**src/rtl/sbrua_pkg.sv**
```systemverilog
`timescale 1ns / 1ps
// Shared types and constants for the block-sparse row union adder.
// No dependencies; sbrua_ctrl, sbrua_dp and the top level import this package.
package sbrua_pkg;

   localparam int COL_W   = 10;
   localparam int ELEM_W  = 4;
   localparam int VAL_W   = 32;
   localparam int BS_W    = 3;
   localparam int NC_W    = 11;
   localparam int POSO_W  = 16;
   localparam int CSR_IDX_W = 1;
   localparam int CSR_DAT_W = NC_W;

   localparam logic [1:0] CMD_A       = 2'd0;
   localparam logic [1:0] CMD_B       = 2'd1;
   localparam logic [1:0] CMD_ROW_END = 2'd2;
   localparam logic [1:0] CMD_CLEAR   = 2'd3;

   localparam logic [1:0] KIND_DATA    = 2'd0;
   localparam logic [1:0] KIND_ROW_END = 2'd1;
   localparam logic [1:0] KIND_ERROR   = 2'd2;

   localparam logic [1:0] ERR_NONE   = 2'd0;
   localparam logic [1:0] ERR_RANGE  = 2'd1;
   localparam logic [1:0] ERR_ROW    = 2'd2;
   localparam logic [1:0] ERR_MATRIX = 2'd3;

   localparam logic [CSR_IDX_W-1:0] CSR_BLOCK_SIZE = 1'd0;
   localparam logic [CSR_IDX_W-1:0] CSR_NUM_COLS   = 1'd1;

   localparam logic [BS_W-1:0] BLOCK_SIZE_RST = 3'd1;
   localparam logic [NC_W-1:0] NUM_COLS_RST   = 11'd1024;

   typedef struct packed {
      logic [1:0]              cmd;
      logic [COL_W-1:0]        column;
      logic [ELEM_W-1:0]       elem;
      logic signed [VAL_W-1:0] value_re;
      logic signed [VAL_W-1:0] value_im;
   } req_type;

   typedef struct packed {
      logic [1:0]              kind;
      logic [POSO_W-1:0]       position;
      logic [COL_W-1:0]        out_column;
      logic [ELEM_W-1:0]       out_elem;
      logic signed [VAL_W-1:0] sum_re;
      logic signed [VAL_W-1:0] sum_im;
      logic                    accumulated;
      logic [1:0]              err_code;
   } rsp_type;

   typedef enum logic [2:0] {
      ST_SWEEP,
      ST_IDLE,
      ST_DECODE,
      ST_READ,
      ST_ADD,
      ST_EMIT
   } state_type;

   typedef struct packed {
      logic capture;
      logic decode;
      logic sweep;
      logic rd_store;
      logic acc;
      logic emit;
   } ctrl_cmd_type;

   typedef struct packed {
      logic to_data;
      logic is_clear;
      logic sweep_done;
      logic out_free;
   } ctrl_stat_type;

endpackage

```
**src/rtl/sbrua_ctrl.sv**
```systemverilog
`timescale 1ns / 1ps
// Sequencer of the row union adder: steps one beat through decode, store
// read-modify-write and result load; runs the column table sweep. Uses sbrua_pkg.
module sbrua_ctrl (
   input  logic                    clock,
   input  logic                    reset,
   input  logic                    req_valid,
   output logic                    req_stall,
   input  sbrua_pkg::ctrl_stat_type stat,
   output sbrua_pkg::ctrl_cmd_type  cmd
);

   import sbrua_pkg::*;

   state_type state_ff, state_in;
   logic      clr_emit_ff, clr_emit_in;

   always_ff @(posedge clock) begin
      if (reset) begin
         state_ff    <= ST_SWEEP;
         clr_emit_ff <= 1'b0;
      end else begin
         state_ff    <= state_in;
         clr_emit_ff <= clr_emit_in;
      end
   end

   always_comb begin
      state_in    = state_ff;
      clr_emit_in = clr_emit_ff;
      cmd         = '0;
      req_stall   = 1'b1;
      unique case (state_ff)
         ST_SWEEP: begin
            cmd.sweep = 1'b1;
            if (stat.sweep_done) begin
               state_in    = clr_emit_ff ? ST_EMIT : ST_IDLE;
               clr_emit_in = 1'b0;
            end
         end
         ST_IDLE: begin
            req_stall   = 1'b0;
            cmd.capture = req_valid;
            if (req_valid) begin
               state_in = ST_DECODE;
            end
         end
         ST_DECODE: begin
            cmd.decode = 1'b1;
            priority if (stat.is_clear) begin
               state_in    = ST_SWEEP;
               clr_emit_in = 1'b1;
            end else if (stat.to_data) begin
               state_in = ST_READ;
            end else begin
               state_in = ST_EMIT;
            end
         end
         ST_READ: begin
            cmd.rd_store = 1'b1;
            state_in     = ST_ADD;
         end
         ST_ADD: begin
            cmd.acc  = 1'b1;
            state_in = ST_EMIT;
         end
         ST_EMIT: begin
            cmd.emit = stat.out_free;
            if (stat.out_free) begin
               state_in = ST_IDLE;
            end
         end
         default: begin
            state_in = ST_IDLE;
         end
      endcase
   end

   a_read_after_decode: assert property (@(posedge clock) disable iff (reset)
      state_ff == ST_READ |-> $past(state_ff) == ST_DECODE)
      else $error("store read not preceded by decode");

   a_add_after_read: assert property (@(posedge clock) disable iff (reset)
      state_ff == ST_ADD |-> $past(state_ff) == ST_READ)
      else $error("accumulate not preceded by store read");

   a_no_pending_clear_idle: assert property (@(posedge clock) disable iff (reset)
      state_ff == ST_IDLE |-> !clr_emit_ff)
      else $error("clear answer still pending while idle");

endmodule

```
**config.mk**
```make
export PLATFORM = sky130hd
export DESIGN_NAME = sbrua_ctrl
export DESIGN_NICKNAME = d
export VERILOG_FILES = /design/src/rtl/sbrua_pkg.sv /design/src/rtl/sbrua_ctrl.sv
export SDC_FILE = /design/constraint.sdc
export NUM_CORES = 1
export LEC_CHECK = 0
export ABC_AREA = 1
export BUFFER_PORTS_ARGS = -buffer_cell sky130_fd_sc_hd__buf_4
export CAP_MARGIN = 20
export CORE_AREA = 2 2 39 41
export CTS_CLUSTER_SIZE = 20
export DETAILED_ROUTE_END_ITERATION = 10
export DIE_AREA = 0 0 41 43
export GPL_TIMING_DRIVEN = 1
export SLEW_MARGIN = 20
export SYNTH_ARGS = -nofsm -noshare
export SYNTH_HDL_FRONTEND = slang
export SYNTH_SLANG_ARGS = --single-unit
```
**constraint.sdc**
```tcl
create_clock -name clock -period 2.49 [get_ports clock]
set_input_delay 0.249 -clock clock [delete_from_list [all_inputs] [get_ports clock]]
set_output_delay 0.249 -clock clock [all_outputs]
set_load 0.005 [all_outputs]
```
==> results.py, run 1 <==
metrics = {
    "run_status": {
        "status": "finished, final reports clean",
    },
    "synth": {
        "synthMostInstantiatedCell": "inv_1",
        "yosysSeqAreaShare": 0.2415,
        "synth_area_um2": 331.6,
        "async_flop_share": 0,
        "synthDistinctLibCells": 17,
        "synth_fp_nets": 59,
        "yosysTopAreaCellShare": 0.2415,
        "synth_edf_count": 0,
        "synth_top_area_cell": "dfxtp_1",
        "synth_top_flop_cell": "dfxtp_1",
        "synthTopCellsByCount": "inv_1 (10), nor2_1 (9), nand2_1 (6)",
        "synth_seq_cells": 4,
        "yosys_warnings": 0,
        "netlist_instances": 52,
        "synth_top_cells_by_area": "dfxtp_1 (24%), nand3_2 (12%), inv_1 (11%), nor2_1 (10%), nand2_1 (6.8%)",
        "avgSynthCellArea_um2": 6.376,
    },
    "timing": {
        "rsz0062_at_grt": "false",
        "fin_crit_ns": 1.421,
        "slew_headroom": 0.7910,
        "hold_violations": 0,
        "report.final.setup_viol": 0,
        "drv_slew": 0,
        "max_slew.worst_pin.slew_ns": 0.3131,
        "holdWs_ns": 0.2039,
        "fmax_mhz": 703.9,
        "tns_ns": 0,
        "min_period_over_period": 0.5706,
        "clock_skew_ns": 0.004077,
    },
    "setup_path": {
        "crit_fanout": 8,
        "cp-start-kind": "flop",
        "crit_required_ns": 2.24,
        "endpoint_kind": "primary output",
        "crit_type": "flop to primary output",
        "worstPathArrival_ns": 1.17,
        "r2r_cells": 5,
    },
    "cts": {
        "cts_tree": "yes",
        "cts_root_buf": "clkbuf_4",
        "clockBufferDepth": 2,
        "clkLatencyLatePin_ns": 0.24,
        "numCtsBuffers": 3,
        "postCtsSetupBuffers": 0,
        "cts_resized": 0,
        "cts_sinks": 4,
        "htree_levels": 1,
        "clk_pin_slew_worst_paths_ns": 0.04,
        "cts_hold_buffers": 0,
    },
    "routing": {
        "dr.pass1.iters": 4,
        "drt_iter0_markers": 6,
        "num_vias": 346,
        "antenna_left": 0,
        "drc": 0,
        "post_drt_wl_per_cell_um": 8.476,
        "routed_via_density": 4.220,
        "wl_um": 695,
    },
    "floorplanning": {
        "core_um2": 1384,
        "rows": 14,
        "io_pins": 14,
        "die_h_um": 43,
        "initial_core_util": 0.2396,
        "die_area_um2": 1763,
        "fp.dieW_um": 41,
    },
    "global_route": {
        "antenna_found_initial": 0,
        "grt_pass1_vias": 297,
        "grt_pass1_wl_um": 1117,
        "gr-usage-met3": 0.03141,
        "use_met2": 0.1188,
        "grt.total_usage": 0.1014,
        "grt-busiest-layer": "met1",
        "grt_overflow": 0,
        "grt_max_degree": 9,
        "grt_use_met1": 0.1254,
    },
    "power": {
        "power.density_nw_per_um2": 531.0,
        "vdd_drop_max_mv": 0.2194,
        "p_leak_nw": 0.2485,
    },
    "cells_and_area": {
        "fillers": 159,
        "fin_nets": 75,
        "num_antenna_cells": 0,
        "drive_gt1_frac": 0.4394,
        "syn2layout_area_growth_pct": 37.74,
        "regArea_um2": 80.08,
        "multiInputGateArea_um2": 187.7,
    },
    "worst_hold_path": {
        "hold_depth": 2,
        "hold_class": "input port to flop",
    },
    "place": {
        "gp_congestion": 0.7080,
        "portBuffers": 13,
        "dpl.hpwl_um": 569,
    },
    "flow_run": {
        "maxCapViolCount": 0,
    },
}
[kinds of logic (layout without fill, tap and decap cells)]
logic type / Yosys count / after routing / synth area share
AND/OR/NAND/NOR: 26 / 26 / 0.4415
AO/OA/AOI/OAI: 7 / 7 / 0.1245
flip-flops: 4 / 4 / 0.2415
buffers and inverters: 15 / 29 / 0.1924
[final timing paths]
kind	startpoint	slack [ns]	endpoint
max	state_ff[2]	1.07	cmd[5]
min	reset	0.20	state_ff[1]
max reg2reg	state_ff[2]	1.40	state_ff[0]
min reg2reg	clr_emit_ff	0.48	clr_emit_ff
[flip-flops by register name, indices dropped and copies added (netlist names)]
signal       flops
clr_emit_ff      1
state_ff         3
[final cells by class]
cell class | instances | share of cell area
Inverter | 13 | 0.1068
Tap cell | 16 | 0.04384
Sequential cell | 4 | 0.1753
Multi-Input combinational cell | 33 | 0.4110
Timing Repair Buffer | 13 | 0.2137
Clock buffer | 3 | 0.04932
[routing by layer]
metal	wire [µm]	part of all wire
met4	10	0.014
met2	317	0.46
met1	306	0.44
met3	60	0.086
met5	0	0
[cells in the final DEF (no fill, tap or decap), types with 2 or more instances in the layout]
cell	count
inv_1	10
nand3_2	4
nor2_1	9
nor3_1	2
nor2_2	2
inv_2	3
clkbuf_4	3
a21oi_1	2
o21ai_0	2
buf_4	13
dfxtp_1	4
nand2_1	6
[through the flow]
stage / instance area [µm²] / setup slack (ns) / util / instances / power [mW]
5_1_grt: 456.7 / 0.9492 / 0.3300 / 82 / 0.2651
3_5_place_dp: 434.2 / 1.317 / 0.3137 / 79 / 0.1631
6_report: 456.7 / 1.069 / 0.3300 / 82 / 0.2425
3_3_place_gp: 434.2 / 1.319 / 0.3137 / 79 / 0.1626
4_1_cts: 456.7 / 1.057 / 0.3300 / 82 / 0.2477
2_1_floorplan: 331.6 / 1.387 / - / 52 / 0.1325
[report_power, final]
part           internal [mW]  switching (mW)
Clock                 0.0540          0.0273
Combinational         0.0385          0.0458
Sequential            0.0698         0.00719
Total                  0.162          0.0803
[worst max-delay path, stage by stage, from the launching register on]
cell     delay, ns
dfxtp_1       0.39
nor3_1        0.27
inv_1         0.08
nor2_1        0.09
buf_4         0.11
Power figures use the tool's default switching activity.
==> run 2, diff against run 1 <==
==> constraint.sdc (replaced) <==
create_clock -name clock -period 1.4 [get_ports clock]
set_input_delay 0.14 -clock clock [delete_from_list [all_inputs] [get_ports clock]]
set_output_delay 0.14 -clock clock [all_outputs]
set_load 0.005 [all_outputs]
==> results.py, run 2 (synthesis gave the netlist of run 1 again) <==
metrics = {
    "run_status": {
        "status": "finished, final reports clean",
    },
    "timing": {
        "report.final.setup_viol": 0,
        "slew_headroom": 0.7719,
        "tns_ns": 0,
        "hold_violations": 0,
        "drv_slew": 0,
        "fin_crit_ns": 1.286,
        "clock_skew_ns": 0.002482,
        "min_period_over_period": 0.9188,
        "max_slew.worst_pin.slew_ns": 0.3416,
        "rsz0062_at_grt": "false",
        "fmax_mhz": 777.4,
    },
    "setup_path": {
        "r2r_slack_ns": 0.30,
        "cp-start-kind": "flop",
        "crit_required_ns": 1.26,
        "endpoint_kind": "primary output",
        "crit_type": "flop to primary output",
        "worstPathArrival_ns": 1.15,
        "crit_fanout": 4,
    },
    "place": {
        "gp_congestion": 0.7237,
        "placed_cells": 79,
        "dpl.hpwl_um": 645.5,
        "portBuffers": 13,
    },
    "routing": {
        "wl_um": 746,
        "dr.pass1.iters": 2,
        "routed_via_density": 4.183,
        "drc": 0,
        "post_drt_wl_per_cell_um": 9.098,
        "antenna_left": 0,
        "num_vias": 343,
        "drt_iter0_markers": 5,
    },
    "cts": {
        "clkLatencyLatePin_ns": 0.24,
        "htree_levels": 1,
        "cts_sinks": 4,
        "cts_root_buf": "clkbuf_4",
        "clk_pin_slew_worst_paths_ns": 0.04,
        "cts_tree": "yes",
        "numCtsBuffers": 3,
        "clockBufferDepth": 2,
    },
    "worst_hold_path": {
        "hold_class": "input port to flop",
    },
    "global_route": {
        "grt_max_degree": 9,
        "grt.total_usage": 0.1053,
        "antenna_found_initial": 0,
        "grt_pass1_vias": 304,
        "grt_overflow": 0,
        "grt_pass1_wl_um": 1179,
    },
    "floorplanning": {
        "die_h_um": 43,
        "fp.dieW_um": 41,
        "die_area_um2": 1763,
        "core_um2": 1384,
        "initial_core_util": 0.2396,
        "rows": 14,
        "io_pins": 14,
    },
    "power": {
        "p_seq_frac": 0.315,
        "p_clk_frac": 0.338,
        "p_leak_nw": 0.2521,
        "p_int_mw": 0.2896,
        "combPwrFrac": 0.348,
        "vdd_drop_max_mv": 0.2411,
        "netSwitchingFraction": 0.3374,
        "p_switching_mw": 0.1475,
        "power.density_nw_per_um2": 946.6,
        "finalPower_mw": 0.4370,
    },
    "cells_and_area": {
        "fillers": 155,
        "drive_gt1_frac": 0.4545,
        "fin_nets": 75,
        "layout_common_cells": "buf_4 (13), inv_1 (10), nor2_1 (9)",
        "mostFrequentLayoutCell": "buf_4",
        "largest_reg_flops": 3,
        "instances_no_fill": 82,
        "largest_register": "state_ff",
        "fin_util": 0.3336,
        "top_regs": "state_ff x3, clr_emit_ff x1",
        "num_antenna_cells": 0,
        "syn2layout_area_growth_pct": 39.25,
    },
    "flow_run": {
        "maxCapViolCount": 0,
    },
}
==> run 2: cell counts in the layout (fill, tap and decap cells not counted) <==
No cell type changed its count.
==> run 2: stage by stage <==
stage / setup WS, ns / cell area (µm²) / hold slack, ns
finish: 0.1137 / 461.7 / 0.08995
global route: 0.004117 / 461.7 / 0.08978
CTS: 0.04962 / 456.7 / 0.09394
detailed placement: 0.3061 / 434.2 / 0.3458
global placement: 0.3005 / 434.2 / 0.3432
floorplan: 0.4061 / 331.6 / 0.2090
==> run 2: path summary, 6_finish.rpt <==
check,from,end,cells past startpoint
setup / recovery,state_ff[0],cmd[0],5
hold / removal,reset,state_ff[1],2
setup reg to reg,state_ff[0],state_ff[2],7
hold reg to reg,clr_emit_ff,clr_emit_ff,2
==> run 2: power groups by stage <==
stage               registers (mW)  logic, mW  clock network (mW)
global route                 0.139      0.173               0.167
global placement             0.139      0.151                   0
finish                       0.137      0.152               0.148
floorplan                    0.134      0.101                   0
CTS                          0.137      0.153               0.153
detailed placement           0.139      0.152                   0
==> run 2: final cells by class <==
class	instances	area [µm²]	area share
Clock buffer	3	22.52	0.04878
Inverter	13	48.80	0.1057
Multi-Input combinational cell	33	192.7	0.4173
Sequential cell	4	80.08	0.1734
Tap cell	16	20.02	0.04336
Timing Repair Buffer	13	97.59	0.2114
==> run 2: metal layers <==
| metal | wire length [µm] | share of wire | vias to the layer above | GRT usage |
|---|---|---|---|---|
| met2 | 365 | 0.49 | 11 | 0.1563 |
| met4 | 21 | 0.028 | 0 | 0.08000 |
| met3 | 55 | 0.074 | 2 | 0.04712 |
| li1 | - | - | 187 | - |
| met1 | 303 | 0.41 | 143 | 0.1090 |
| met5 | 0 | 0 | - | 0 |
==> run 2: what timing repair did <==
| action | CTS | global route |
|---|---|---|
| endpoints found under the setup margin | 0 | 1 |
| setup buffers | 0 | 0 |
| hold buffers | 0 | 0 |
| endpoints found under the hold margin | 0 | 0 |
| gates resized for setup | 0 | 1 |
==> run 2: worst max-delay path, stage by stage (launching register included) <==
cell and delay (ns):
dfxtp_1 0.36, inv_2 0.08, nor2_2 0.17, nand2_1 0.07
nor2_1 0.11, buf_4 0.12
==> run 3, diff against run 2 <==
--- a/config.mk
+++ b/config.mk
@@ -13,6 +13,8 @@
 export DETAILED_ROUTE_END_ITERATION = 10
 export DIE_AREA = 0 0 41 43
 export GPL_TIMING_DRIVEN = 1
+export PLACE_DENSITY = 0.58
+export RECOVER_POWER = 50
 export SLEW_MARGIN = 20
 export SYNTH_ARGS = -nofsm -noshare
 export SYNTH_HDL_FRONTEND = slang
==> results.py, run 3 (synthesis gave the netlist of run 1 again) <==
metrics = {
    "routing": {
        "drc": 0,
        "drt_iter0_markers": 2,
        "antenna_left": 0,
        "wl_um": 705,
        "routed_via_density": 4.244,
        "dr.pass1.iters": 2,
        "post_drt_wl_per_cell_um": 8.598,
        "num_vias": 348,
    },
    "floorplanning": {
        "initial_core_util": 0.2396,
        "io_pins": 14,
        "die_area_um2": 1763,
        "core_um2": 1384,
        "rows": 14,
        "die_h_um": 43,
        "fp.dieW_um": 41,
    },
    "power": {
        "combPwrFrac": 0.336,
        "p_leak_nw": 0.2438,
        "netSwitchingFraction": 0.3259,
        "p_int_mw": 0.2862,
        "power.density_nw_per_um2": 947.8,
        "p_switching_mw": 0.1384,
        "p_seq_frac": 0.324,
        "p_clk_frac": 0.340,
        "vdd_drop_max_mv": 0.2652,
    },
    "place": {
        "dpl.hpwl_um": 600.9,
        "gp_congestion": 0.7237,
        "portBuffers": 13,
    },
    "setup_path": {
        "cp-start-kind": "flop",
        "r2r_cells": 5,
        "slowest_delay_ns": 0.40,
        "crit_fanout": 8,
        "crit_required_ns": 1.26,
        "worstPathArrival_ns": 1.15,
        "worstPathCellList": "nor3_2, inv_1, nor2_1, buf_4",
        "worst-path-buf-inv": 2,
        "r2r_slack_ns": 0.23,
        "critPathTopFamily": "flip-flops",
        "r2r-end": "state_ff[0]",
        "crit_type": "flop to primary output",
        "endpoint_kind": "primary output",
        "crit_slowest_cell": "dfxtp_1",
        "rr_startpoint": "state_ff[2]",
    },
    "cells_and_area": {
        "layout_common_cells": "buf_4 (13), inv_1 (10), nor2_1 (9)",
        "mostFrequentLayoutCell": "buf_4",
        "largest_reg_flops": 3,
        "syn2layout_area_growth_pct": 35.09,
        "regArea_um2": 80.08,
        "largest_register": "state_ff",
        "fillers": 164,
        "multiInputGateArea_um2": 178.9,
        "fin_util": 0.3237,
        "drive_gt1_frac": 0.3939,
        "num_antenna_cells": 0,
        "top_regs": "state_ff x3, clr_emit_ff x1",
        "fin_nets": 75,
    },
    "cts": {
        "cts_sinks": 4,
        "clockBufferDepth": 2,
        "cts_root_buf": "clkbuf_4",
        "htree_levels": 1,
        "cts_tree": "yes",
        "numCtsBuffers": 3,
        "clkLatencyLatePin_ns": 0.24,
        "clk_pin_slew_worst_paths_ns": 0.04,
    },
    "timing": {
        "drv_slew": 0,
        "slew_headroom": 0.7638,
        "fmax_mhz": 777.3,
        "hold_violations": 0,
        "clock_skew_ns": 0.001230,
        "fin_crit_ns": 1.286,
        "report.final.setup_viol": 0,
        "tns_ns": 0,
        "max_slew.worst_pin.slew_ns": 0.3537,
        "rsz0062_at_grt": "false",
        "min_period_over_period": 0.9189,
    },
    "flow_run": {
        "maxCapViolCount": 0,
    },
    "worst_hold_path": {
        "hold_depth": 2,
        "hold_class": "input port to flop",
        "hold_start": "reset",
        "holdPathEnd": "state_ff[1]",
    },
    "global_route": {
        "grt_pass1_vias": 322,
        "grt_pass1_wl_um": 1166,
        "grt.total_usage": 0.1033,
        "antenna_found_initial": 0,
        "grt_max_degree": 9,
        "grt_overflow": 0,
    },
    "run_status": {
        "status": "finished, final reports clean",
    },
}
run 3: cell types whose count changed in the layout (fill, tap and decap cells not counted):
cell | before | now
clkinv_1 | 0 | 1
nand3_2 | 4 | 2
inv_2 | 3 | 2
a21oi_2 | 1 | 0
nand3_1 | 0 | 2
a21oi_1 | 2 | 3
run 3: layer usage:
metal | GRT usage | wire length, µm | up-vias
li1 | - | - | 187
met1 | 0.1090 | 299 | 147
met2 | 0.1500 | 331 | 10
met3 | 0.01571 | 44 | 4
met4 | 0.1200 | 28 | 0
met5 | 0 | 0 | -
run 3: power by group through the flow:
stage	clock network (mW)	registers [mW]	logic, mW
3_5_place_dp	0	0.139	0.151
5_1_grt	0.162	0.139	0.165
2_1_floorplan	0	0.134	0.101
6_report	0.144	0.138	0.143
4_1_cts	0.152	0.137	0.152
3_3_place_gp	0	0.139	0.151
run 3: area by class of cell:
cell class / count / area share
multi-input cells: 33 / 0.3994
repair buffers: 13 / 0.2179
flip-flops and latches: 4 / 0.1788
inverters: 13 / 0.1089
clock buffers: 3 / 0.05028
well taps: 16 / 0.04469
run 3: per-stage QoR:
step | hold WS, ns | total power, mW | cells | area (µm²) | setup slack (ns)
after CTS | 0.09441 | 0.4406 | 82 | 456.7 | 0.04496
after floorplan | 0.2090 | 0.2357 | 52 | 331.6 | 0.4061
after global placement | 0.3436 | 0.2898 | 79 | 434.2 | 0.2987
final | 0.09755 | 0.4246 | 82 | 447.9 | 0.1136
after detailed placement | 0.3443 | 0.2900 | 79 | 434.2 | 0.3044
after global routing | 0.09943 | 0.4658 | 82 | 447.9 | 0.004816
run 3: what timing repair did:
item	4_1_cts	5_1_grt
endpoints found under the hold margin	0	0
hold buffers	0	0
setup endpoints to repair	0	1
gates resized for setup	0	1
setup buffers	0	0
run 3: how the worst max path moves through the flow:
stage	start	end	slack (ns)	depth (start not counted)
floorplan	state_ff[2]	cmd[5]	0.41	4
global placement	state_ff[2]	cmd[5]	0.30	4
detailed placement	state_ff[2]	cmd[5]	0.30	4
CTS	state_ff[2]	cmd[5]	0.04	4
global route	state_ff[2]	cmd[5]	0.005	4
finish	state_ff[2]	cmd[5]	0.11	4
